==> src/rtl/core/lisc_pkg.sv <==
`timescale 1ns / 1ps

package lisc_pkg;

  // Field widths of the items.
  localparam int ID_W    = 64;
  localparam int STAMP_W = 64;
  localparam int SLOT_W  = 5;

  // Default number of slots.
  localparam int DEF_SLOTS = 32;

  // Stream data widths, rounded up to whole bytes.
  localparam int IN_TDATA_W  = 64;
  localparam int OUT_BITS    = 1 + SLOT_W + 1 + ID_W;
  localparam int OUT_TDATA_W = ((OUT_BITS + 7) / 8) * 8;

  // One slot entry as held in memory: stamp above, id below.
  localparam int ENTRY_W = STAMP_W + ID_W;

endpackage

==> src/rtl/core/lru_id_slot_cache.sv <==
`timescale 1ns / 1ps

// Fully associative cache of 64-bit identifiers with least-recently-used
// replacement by timestamp.
// Input channel s_*: one item per identifier to look up. Output channel m_*:
// exactly one result item per input item, in order.
// Each access bumps a 64-bit use counter. A hit restamps the matching slot; a
// miss fills the first empty slot or, if all are in use, evicts the slot with
// the oldest stamp, and the new id is stored there with the new stamp.
// The slot memory is read one entry per cycle through a single compare unit,
// then the done state updates the chosen slot and loads the result.
// The result sits in an output register, so a new item is taken while it
// waits; if the receiver stalls, the next item finishes its scan and then
// holds until the output register is free.
// Reset clears the use counter and marks every slot empty at once (per-slot
// valid flags), so no clearing pass is needed.
module lru_id_slot_cache #(
  parameter int SLOTS = lisc_pkg::DEF_SLOTS
) (
  input  logic                               clk,
  input  logic                               rst,
  input  logic                               s_tvalid,
  output logic                               s_tready,
  // [63:0] lookup_id
  input  logic [lisc_pkg::IN_TDATA_W-1:0]    s_tdata,
  output logic                               m_tvalid,
  input  logic                               m_tready,
  // [0] hit, [5:1] slot, [6] evicted, [70:7] evicted_id, [71] zero
  output logic [lisc_pkg::OUT_TDATA_W-1:0]   m_tdata
);

  localparam int IDX_W = $clog2(SLOTS);
  localparam int CNT_W = IDX_W + 1;

  localparam logic [1:0] ST_IDLE = 2'd0;
  localparam logic [1:0] ST_SCAN = 2'd1;
  localparam logic [1:0] ST_DONE = 2'd2;

  logic [1:0]                     state;
  logic [lisc_pkg::ID_W-1:0]      id_q;
  logic [lisc_pkg::STAMP_W-1:0]   use_counter;
  logic [SLOTS-1:0]               valid_bits;

  logic [CNT_W-1:0]               issue_idx;
  logic                           proc_vld;
  logic [IDX_W-1:0]               proc_idx;
  logic                           proc_live;

  logic                           hit_found;
  logic [IDX_W-1:0]               hit_idx;
  logic                           empty_found;
  logic [IDX_W-1:0]               empty_idx;
  logic                           best_set;
  logic [lisc_pkg::STAMP_W-1:0]   best_stamp;
  logic [IDX_W-1:0]               best_idx;
  logic [lisc_pkg::ID_W-1:0]      best_id;

  logic                           rd_en;
  logic [lisc_pkg::ENTRY_W-1:0]   rd_data;
  logic [lisc_pkg::STAMP_W-1:0]   rd_stamp;
  logic [lisc_pkg::ID_W-1:0]      rd_id;

  logic                           wr_en;
  logic [IDX_W-1:0]               choice;
  logic [lisc_pkg::SLOT_W+IDX_W-1:0] choice_ext;
  logic                           res_evicted;
  logic [lisc_pkg::ID_W-1:0]      res_evicted_id;
  logic [lisc_pkg::OUT_TDATA_W-1:0] out_next;
  logic                           accept;
  logic                           out_free;
  logic                           scan_issue;
  logic                           scan_last;

  assign accept     = s_tvalid && s_tready;
  assign s_tready   = (state == ST_IDLE);
  assign out_free   = !m_tvalid || m_tready;
  assign scan_issue = (state == ST_SCAN) && (issue_idx < CNT_W'(SLOTS));
  assign scan_last  = proc_vld && (proc_idx == IDX_W'(SLOTS - 1));
  assign rd_en      = scan_issue;

  // An entry whose valid flag is clear reads as an empty slot.
  assign rd_stamp = proc_live ? rd_data[lisc_pkg::ENTRY_W-1:lisc_pkg::ID_W]
                              : '0;
  assign rd_id    = rd_data[lisc_pkg::ID_W-1:0];

  // Slot chosen for the update, and the result fields.
  always_comb begin
    if (hit_found) begin
      choice         = hit_idx;
      res_evicted    = 1'b0;
      res_evicted_id = '0;
    end else if (empty_found) begin
      choice         = empty_idx;
      res_evicted    = 1'b0;
      res_evicted_id = '0;
    end else begin
      choice         = best_idx;
      res_evicted    = 1'b1;
      res_evicted_id = best_id;
    end
  end

  assign choice_ext = {{lisc_pkg::SLOT_W{1'b0}}, choice};
  assign wr_en      = (state == ST_DONE) && out_free;

  assign out_next = {{(lisc_pkg::OUT_TDATA_W - lisc_pkg::OUT_BITS){1'b0}},
                     res_evicted_id, res_evicted,
                     choice_ext[lisc_pkg::SLOT_W-1:0], hit_found};

  lisc_ram #(
    .WIDTH (lisc_pkg::ENTRY_W),
    .DEPTH (SLOTS)
  ) u_slots (
    .clk   (clk),
    .we    (wr_en),
    .waddr (choice),
    .wdata ({use_counter, id_q}),
    .re    (rd_en),
    .raddr (issue_idx[IDX_W-1:0]),
    .rdata (rd_data)
  );

  // Sequencer: accept, scan every slot, then update and emit.
  always_ff @(posedge clk) begin
    if (rst) begin
      state       <= ST_IDLE;
      use_counter <= '0;
      valid_bits  <= '0;
      issue_idx   <= '0;
      proc_vld    <= 1'b0;
      hit_found   <= 1'b0;
      empty_found <= 1'b0;
      best_set    <= 1'b0;
    end else begin
      case (state)
        ST_IDLE: begin
          if (accept) begin
            use_counter <= use_counter + 1'b1;
            issue_idx   <= '0;
            proc_vld    <= 1'b0;
            hit_found   <= 1'b0;
            empty_found <= 1'b0;
            best_set    <= 1'b0;
            state       <= ST_SCAN;
          end
        end
        ST_SCAN: begin
          proc_vld <= scan_issue;
          if (scan_issue) begin
            issue_idx <= issue_idx + 1'b1;
          end
          // Shared compare unit: one slot entry per cycle.
          if (proc_vld) begin
            if (!hit_found && rd_stamp != '0 && rd_id == id_q) begin
              hit_found <= 1'b1;
            end
            if (!empty_found && rd_stamp == '0) begin
              empty_found <= 1'b1;
            end else if (rd_stamp != '0 &&
                         (!best_set || rd_stamp < best_stamp)) begin
              best_set <= 1'b1;
            end
          end
          if (scan_last) begin
            state <= ST_DONE;
          end
        end
        ST_DONE: begin
          if (out_free) begin
            valid_bits[choice] <= 1'b1;
            state              <= ST_IDLE;
          end
        end
        default: begin
          state <= ST_IDLE;
        end
      endcase
    end
  end

  // Payload registers of the scan.
  always_ff @(posedge clk) begin
    if (accept) begin
      id_q <= s_tdata[lisc_pkg::ID_W-1:0];
    end
    if (scan_issue) begin
      proc_idx  <= issue_idx[IDX_W-1:0];
      proc_live <= valid_bits[issue_idx[IDX_W-1:0]];
    end
    if (state == ST_SCAN && proc_vld) begin
      if (!hit_found && rd_stamp != '0 && rd_id == id_q) begin
        hit_idx <= proc_idx;
      end
      if (!empty_found && rd_stamp == '0) begin
        empty_idx <= proc_idx;
      end else if (rd_stamp != '0 && (!best_set || rd_stamp < best_stamp)) begin
        best_stamp <= rd_stamp;
        best_idx   <= proc_idx;
        best_id    <= rd_id;
      end
    end
  end

  // Output register.
  always_ff @(posedge clk) begin
    if (rst) begin
      m_tvalid <= 1'b0;
    end else if (wr_en) begin
      m_tvalid <= 1'b1;
    end else if (m_tready) begin
      m_tvalid <= 1'b0;
    end
  end

  always_ff @(posedge clk) begin
    if (wr_en) begin
      m_tdata <= out_next;
    end
  end

  // A result never reports both a hit and an eviction.
  a_hit_no_evict: assert property (@(posedge clk) disable iff (rst)
    m_tvalid |-> !(m_tdata[0] && m_tdata[6]))
    else $error("result shows hit and eviction together");

  // An eviction only happens when every slot has been filled.
  a_evict_full: assert property (@(posedge clk) disable iff (rst)
    (m_tvalid && m_tdata[6]) |-> (&valid_bits))
    else $error("eviction while a slot was never filled");

  // A new item starts its scan with all search flags cleared.
  a_scan_clean: assert property (@(posedge clk) disable iff (rst)
    accept |=> (state == ST_SCAN) && !hit_found && !empty_found && !best_set)
    else $error("scan started with stale search state");

  // The update cycle never overlaps an entry still in flight from memory.
  a_done_drained: assert property (@(posedge clk) disable iff (rst)
    (state == ST_DONE) |-> !proc_vld)
    else $error("update while a read was still pending");

endmodule

==> src/rtl/core/lisc_ram.sv <==
`timescale 1ns / 1ps

module lisc_ram #(
  parameter int WIDTH = 8,
  parameter int DEPTH = 2
) (
  input  logic                     clk,
  input  logic                     we,
  input  logic [$clog2(DEPTH)-1:0] waddr,
  input  logic [WIDTH-1:0]         wdata,
  input  logic                     re,
  input  logic [$clog2(DEPTH)-1:0] raddr,
  output logic [WIDTH-1:0]         rdata
);

  logic [WIDTH-1:0] mem [DEPTH];

  // One write port and one registered read port.
  always_ff @(posedge clk) begin
    if (we) begin
      mem[waddr] <= wdata;
    end
    if (re) begin
      rdata <= mem[raddr];
    end
  end

endmodule
==> config.mk <==
export PLATFORM = sky130hd
export DESIGN_NAME = lru_id_slot_cache
export DESIGN_NICKNAME = d
export VERILOG_FILES = /design/src/rtl/core/lisc_pkg.sv /design/src/rtl/core/lru_id_slot_cache.sv /design/src/rtl/core/lisc_ram.sv
export SDC_FILE = /design/constraint.sdc
export NUM_CORES = 2
export LEC_CHECK = 0
export BUFFER_PORTS_ARGS = -buffer_cell sky130_fd_sc_hd__buf_2
export CORE_ASPECT_RATIO = 1.4
export CORE_MARGIN = 4
export CORE_UTILIZATION = 45
export CTS_CLUSTER_SIZE = 24
export DETAILED_ROUTE_END_ITERATION = 8
export PLACE_DENSITY = 0.64
export SETUP_SLACK_MARGIN = 0.2
export SLEW_MARGIN = 20
export SYNTH_ARGS = -nofsm -noshare
export SYNTH_HDL_FRONTEND = slang
export SYNTH_SLANG_ARGS = --single-unit
==> constraint.sdc <==
create_clock -name clk -period 15.88 [get_ports clk]
set_clock_uncertainty 0.2 [all_clocks]
set_input_delay 2.382 -clock clk [delete_from_list [all_inputs] [get_ports clk]]
set_output_delay 2.382 -clock clk [all_outputs]
set_load 0.01 [all_outputs]
* Yosys cells after proc, flatten, opt, wreduce, memory -nomap -nowiden
Memory sizes are Yosys's and may differ from the RTL's. A register that Yosys moved wholly into a read port is not among the register bits. Cells that the tools add are included.
Storage, ports and cells: bits in registers 393, memory bits (writable) 4096, word-level logic and storage cells 107, memories 1
Operators by class: $add $sub $neg 2, magnitude comparators 5, eq/ne operators 13, muxes and demuxes 31, bitwise logic cells 2, reductions and logical operators 33
Memory list:
- u_slots.mem | words 32, width 128, read ports 1, clocked after memory_dff 1, write ports 1, line lisc_ram.sv:16 | logic [WIDTH-1:0] mem [DEPTH];
Operators with widths (number):
- $add 64x1->64 const B | 1
- $eq 64x64->1 | 1
- $logic_not 64->1 | 1
- $lt 64x64->1 | 1
- $mux 64 | 1
- $reduce_bool 64->1 | 1
- $or 32x32->32 | 1
- $mux 1 | 15
- $lt 5x6->1 const B | 2
- $mux 6 | 2
- $pmux 6 s2 | 1
- $logic_and 1x1->1 | 10
- $mux 5 | 2
- $ne 2x2->1 const B | 5
- $reduce_and 2->1 | 5
- $reduce_and 3->1 | 3
- $ne 2x1->1 const B | 4
- $pmux 1 s2 | 4
- $reduce_and 4->1 | 2
- $add 6x1->6 const B | 1
- $lt 6x6->1 const B | 1
- $mux 2 | 3
- $pmux 2 s3 | 1
- $bmux 1 s5 | 1
- 12 further kinds | 17

* Longest topological paths before layout
depth in word-level cells 8, mapped depth 10

* By module
Synthesis repeated with hierarchy kept, for this count alone.
Unflattened totals: cell total of the unflattened synthesis 7779, area, all modules 173307.5 µm²
By module, submodules not included:
- lisc_ram | times used 1, cells each 6440, area each 156485.1 µm²
- lru_id_slot_cache | times used 1, cells each 1339, area each 16822.4 µm²

* Worst setup path after synthesis
OpenSTA, ideal clock, no wires.
kind register to register, start point register state[0], end point register issue_idx[3], arrival time 11.662 ns, data required time 15.532 ns, setup slack 3.869 ns, cell stages (with the launch flop) 5, clock period less this slack 12.011 ns, cell sequence dfxtp_1 -> nor3b_1 -> and4_1 -> xnor2_1 -> nor3_1
On the way: cells in the longest elaborated chain, start to end 4, elaborated cells between the ends (all ways) 9, classes of those cells eq/ne: 3; mux: 1; reduce/logical: 5
RTL lines:
- start: declaration | line lru_id_slot_cache.sv:39 | logic [1:0] state;
- start signal: assignment | line lru_id_slot_cache.sv:126 | state <= ST_IDLE;
- start signal: assignment | line lru_id_slot_cache.sv:144 | state <= ST_SCAN;
- start signal: assignment | line lru_id_slot_cache.sv:165 | state <= ST_DONE;
- $eq 2x1->1 | line lru_id_slot_cache.sv:77 | assign scan_issue = (state == ST_SCAN) && (issue_idx < CNT_W'(SLOTS));
- $logic_and 1x1->1 | line lru_id_slot_cache.sv:77
- named net rd_en | line lru_id_slot_cache.sv:58 | logic rd_en;
- $ne 2x2->1 (no line)
- $reduce_and 3->1 (no line)
- end signal: assignment | line lru_id_slot_cache.sv:150 | issue_idx <= issue_idx + 1'b1;
- end: declaration | line lru_id_slot_cache.sv:44 | logic [CNT_W-1:0] issue_idx;
The timed path passes the listed nets, and every way through them passes these cells. A chain may end at the register's enable or synchronous reset.

* Worst setup path in the final report
start point input m_tready, end point memory u_slots.mem[2][4] (netlist bit), enable pin
On the way: cells in the longest elaborated chain, start to end 4
RTL lines:
- start: declaration | line lru_id_slot_cache.sv:27 | input logic m_tready,
- $logic_or 1x1->1 | line lru_id_slot_cache.sv:76 | assign out_free = !m_tvalid || m_tready;
- $logic_and 1x1->1 | line lru_id_slot_cache.sv:104 | assign wr_en = (state == ST_DONE) && out_free;
- named net u_slots.we | line lisc_ram.sv:8 | input logic we,
- $mux 1 | line lisc_ram.sv:20 | if (we) begin
- $mux 1 (not written as such) | line lisc_ram.sv:21 | mem[waddr] <= wdata;
- end: declaration | line lisc_ram.sv:16
The timed path passes the listed nets, and every way through them passes these cells.

==> results.cfg <==
[run_status]
status = complete, no violations

[die]
die_height_um = 747
floorplan.initialDensity_pct = 45.1
die_w_um = 536
die_area_mm2 = 0.400
core_area_mm2 = 0.389
rows = 271
num_io_pins = 142

[timing]
hold_viol_final = 0
max_slew_margin_pct = 12.8
post-route-period-util_pct = 41.4
count_of_pins_over_their_slew_limit = 0
unrepaired_setup_endpoints_after_global_routing = no
layout_min_cycle_time_ps = 6570
timing.setup.tns_ps = 0
fmaxAchievable_mhz = 152
tightestPinTransition_ps = 1300
setup-violations-final = 0

[setup_path]
ff2ff_setup_slack_ps = 10430
worst_r2r_endpoint = u_slots.rdata[17]
path_class = in -> reg
end_kind = flop
critical_path.max_fanout = 75
startpoint_type = input pin
ff2ff_path_depth = 6
cp_data_arrival_time_ps = 6910
critical_path.reg2reg.startpoint = issue_idx[0]
worst_ep_required_time_ps = 16210

[placed_design]
dpl.hpwl_um = 233000
post_dp_area_mm2 = 0.183
gp_routability_congestion = 0.810
port_buffers = 140

[clocking]
htree_num_levels = 5
cts.sinks = 4617
cts_buffer_depth = 4
post_cts_hold_buffer_count = 0
worst_setup_hold_path_clk_slew_ps = 60
cts_tree = built
worstSkewPairLatency_ps = 970
number_of_setup_buffers_added_after_cts = 0
cts_buffers = 418
cts_resized = 0
clock-root-buffer = sky130_fd_sc_hd__clkbuf_16

[layout]
final_nets = 7911
area_delta_synth_final_pct = 12.5
finish.instance_area_mm2 = 0.197
finish.utilization_pct = 50.8
drive_above_1_share_pct = 30.8

[power]
worst_ir_drop_vdd_mv = 0.137
power.static_leakage_nw = 58.9
power.density_cell_area_mw_per_mm2 = 124

[grt]
grt_use_total_pct = 22.1
antenna_found_initial = 17
via_count_of_the_first_global_routing_pass = 82461
grt_start_max_net_pins = 137
grt_pass1_wl_um = 630000
gr-total-overflow = 0

[synthesis]
postSynth.asyncResetShare_pct = 0
postSynthRegisterBits = 4617
syn-instance-count = 7314
synth_unique_cells = 60
synth_top_area_share_pct = 77.2
yosysWarningCount = 0
netlist_top_cells_area = sky130_fd_sc_hd__edfxtp_1, sky130_fd_sc_hd__mux4_2, sky130_fd_sc_hd__dfxtp_1
synth_largest_area_cell = sky130_fd_sc_hd__edfxtp_1
synth_top_flop_cell = sky130_fd_sc_hd__edfxtp_1
synth_area_mm2 = 0.175
postSynthAreaPerCell_um2 = 24.0
ys_seq_area_share_pct = 78.4
synth_edf_count = 4508
synth_fp_nets = 7447

[min_path]
count_of_cells_along_the_worst_hold_path = 2
worstHoldPathType = reg -> reg
worst_hold_path_endpoint = valid_bits[23]
worst_hold_startpoint = valid_bits[23]

[routing]
antenna_violating_nets_post_route = 0
vias_after_detailed_routing = 80526
post-route-drc-count = 0
route.final.wire_length_um = 445000
initialDrtViolationCount = 9708
wire_per_inst_um = 33.4
dr.pass1.iters = 5
drt-vias-per-instance = 6.05

[flow_run]
maxCapViolCount = 0
critical path: stages:
cell and delay [ps]:
sky130_fd_sc_hd__buf_2 110, sky130_fd_sc_hd__nand2b_1 310, sky130_fd_sc_hd__nand2b_1 270, sky130_fd_sc_hd__inv_4 660
sky130_fd_sc_hd__nand2_1 170, sky130_fd_sc_hd__or2_1 560, sky130_fd_sc_hd__nor2_4 760, sky130_fd_sc_hd__buf_12 670
sky130_fd_sc_hd__buf_4 850
cell type report:
cell class,instances,area [µm²]
flip-flops and latches,4617,138000
inverters,93,357
diodes,12,30.0
repair buffers,386,3070
multi-input cells,2262,36200
well taps,5187,6490
fillers,30141,191000
clock inverters,256,2600
clock buffers,504,11000
worst max path at each step:
| stage | from | endpoint | slack, ps | cells past startpoint |
|---|---|---|---|---|
| after global placement | m_tready | u_slots.mem[2][19] | 8240 | 9 |
| after detailed placement | m_tready | u_slots.mem[2][19] | 8310 | 9 |
| after CTS | m_tready | u_slots.mem[2][19] | 9310 | 9 |
| final | m_tready | u_slots.mem[2][4] | 9310 | 9 |
| after floorplan | state[0] | issue_idx[3] | 3870 | 4 |
| after global routing | m_tready | u_slots.mem[2][4] | 9130 | 9 |
where the power goes:
part,internal [W],leakage [nW],total (W),switching [W]
Clock,0.00566,6.65,0.0101,0.00445
Sequential,0.0133,39.9,0.0134,0.0000786
Combinational,0.000450,12.4,0.000898,0.000448
cell families (layout without fill, tap and decap cells):
group / count (synthesis) / count (layout) / synth area share (%)
and+or+nand+nor: 543 / 543 / 1.62
DFF: 4617 / 4617 / 78.4
AOI/OAI and AO/OA: 115 / 115 / 0.400
adders and majority gates: 65 / 65 / 0.464
muxes: 1426 / 1426 / 17.4
other: 1 / 13 / 0.00214
buffers and inverters: 435 / 1239 / 1.11
xor gates and xnor gates: 112 / 112 / 0.559
metrics by stage:
stage | hold WS, ps | power (W) | setup WS, ps | cells
floorplan | 203 | 0.0143 | 3870 | 7314
global placement | 242 | 0.0146 | 8240 | 12525
detailed placement | 256 | 0.0146 | 8310 | 12531
CTS | 271 | 0.0246 | 9310 | 13291
global route | 285 | 0.0251 | 9130 | 13309
finish | 270 | 0.0244 | 9310 | 13317
cells in the mapped netlist, drive strengths merged, types with 27 or more instances:
| library cell | count |
|---|---|
| xor2 | 71 |
| mux2 | 129 |
| edfxtp | 4508 |
| inv | 93 |
| mux4 | 1290 |
| nand2 | 57 |
| nand4 | 49 |
| nor4 | 50 |
| nand3 | 27 |
| dfxtp | 109 |
| buf | 130 |
| ha | 65 |
| and2 | 130 |
| xnor2 | 41 |
| a21oi | 57 |
| clkbuf | 212 |
| nor2 | 165 |
state kept, by name, indices dropped and copies added, names as in the netlist, 32 cells and up:
register / flops
id_q: 64
u_slots.rdata: 128
best_stamp: 64
m_tdata: 71
valid_bits: 32
best_id: 64
use_counter: 64
u_slots.mem: 4096
per-layer routing:
metal,up-vias,track usage (%),wire [µm]
li1,32053,-,-
met1,44209,29.5,168000
met2,3624,38.0,231000
met3,640,2.96,31700
met4,0,6.66,14400
met5,-,0,0
layout by cell type (no fill, tap or decap), types with 65 or more instances in the layout:
| cell | count |
|---|---|
| sky130_fd_sc_hd__clkbuf_16 | 423 |
| sky130_fd_sc_hd__clkinv_1 | 74 |
| sky130_fd_sc_hd__dfxtp_1 | 75 |
| sky130_fd_sc_hd__nor2_1 | 132 |
| sky130_fd_sc_hd__edfxtp_1 | 4508 |
| sky130_fd_sc_hd__buf_4 | 200 |
| sky130_fd_sc_hd__ha_1 | 65 |
| sky130_fd_sc_hd__mux2_2 | 129 |
| sky130_fd_sc_hd__clkbuf_1 | 68 |
| sky130_fd_sc_hd__and2_1 | 130 |
| sky130_fd_sc_hd__inv_1 | 91 |
| sky130_fd_sc_hd__clkinv_2 | 90 |
| sky130_fd_sc_hd__mux4_2 | 1290 |
| sky130_fd_sc_hd__xor2_1 | 71 |
| sky130_fd_sc_hd__buf_2 | 139 |
Power figures use the tool's default switching activity.
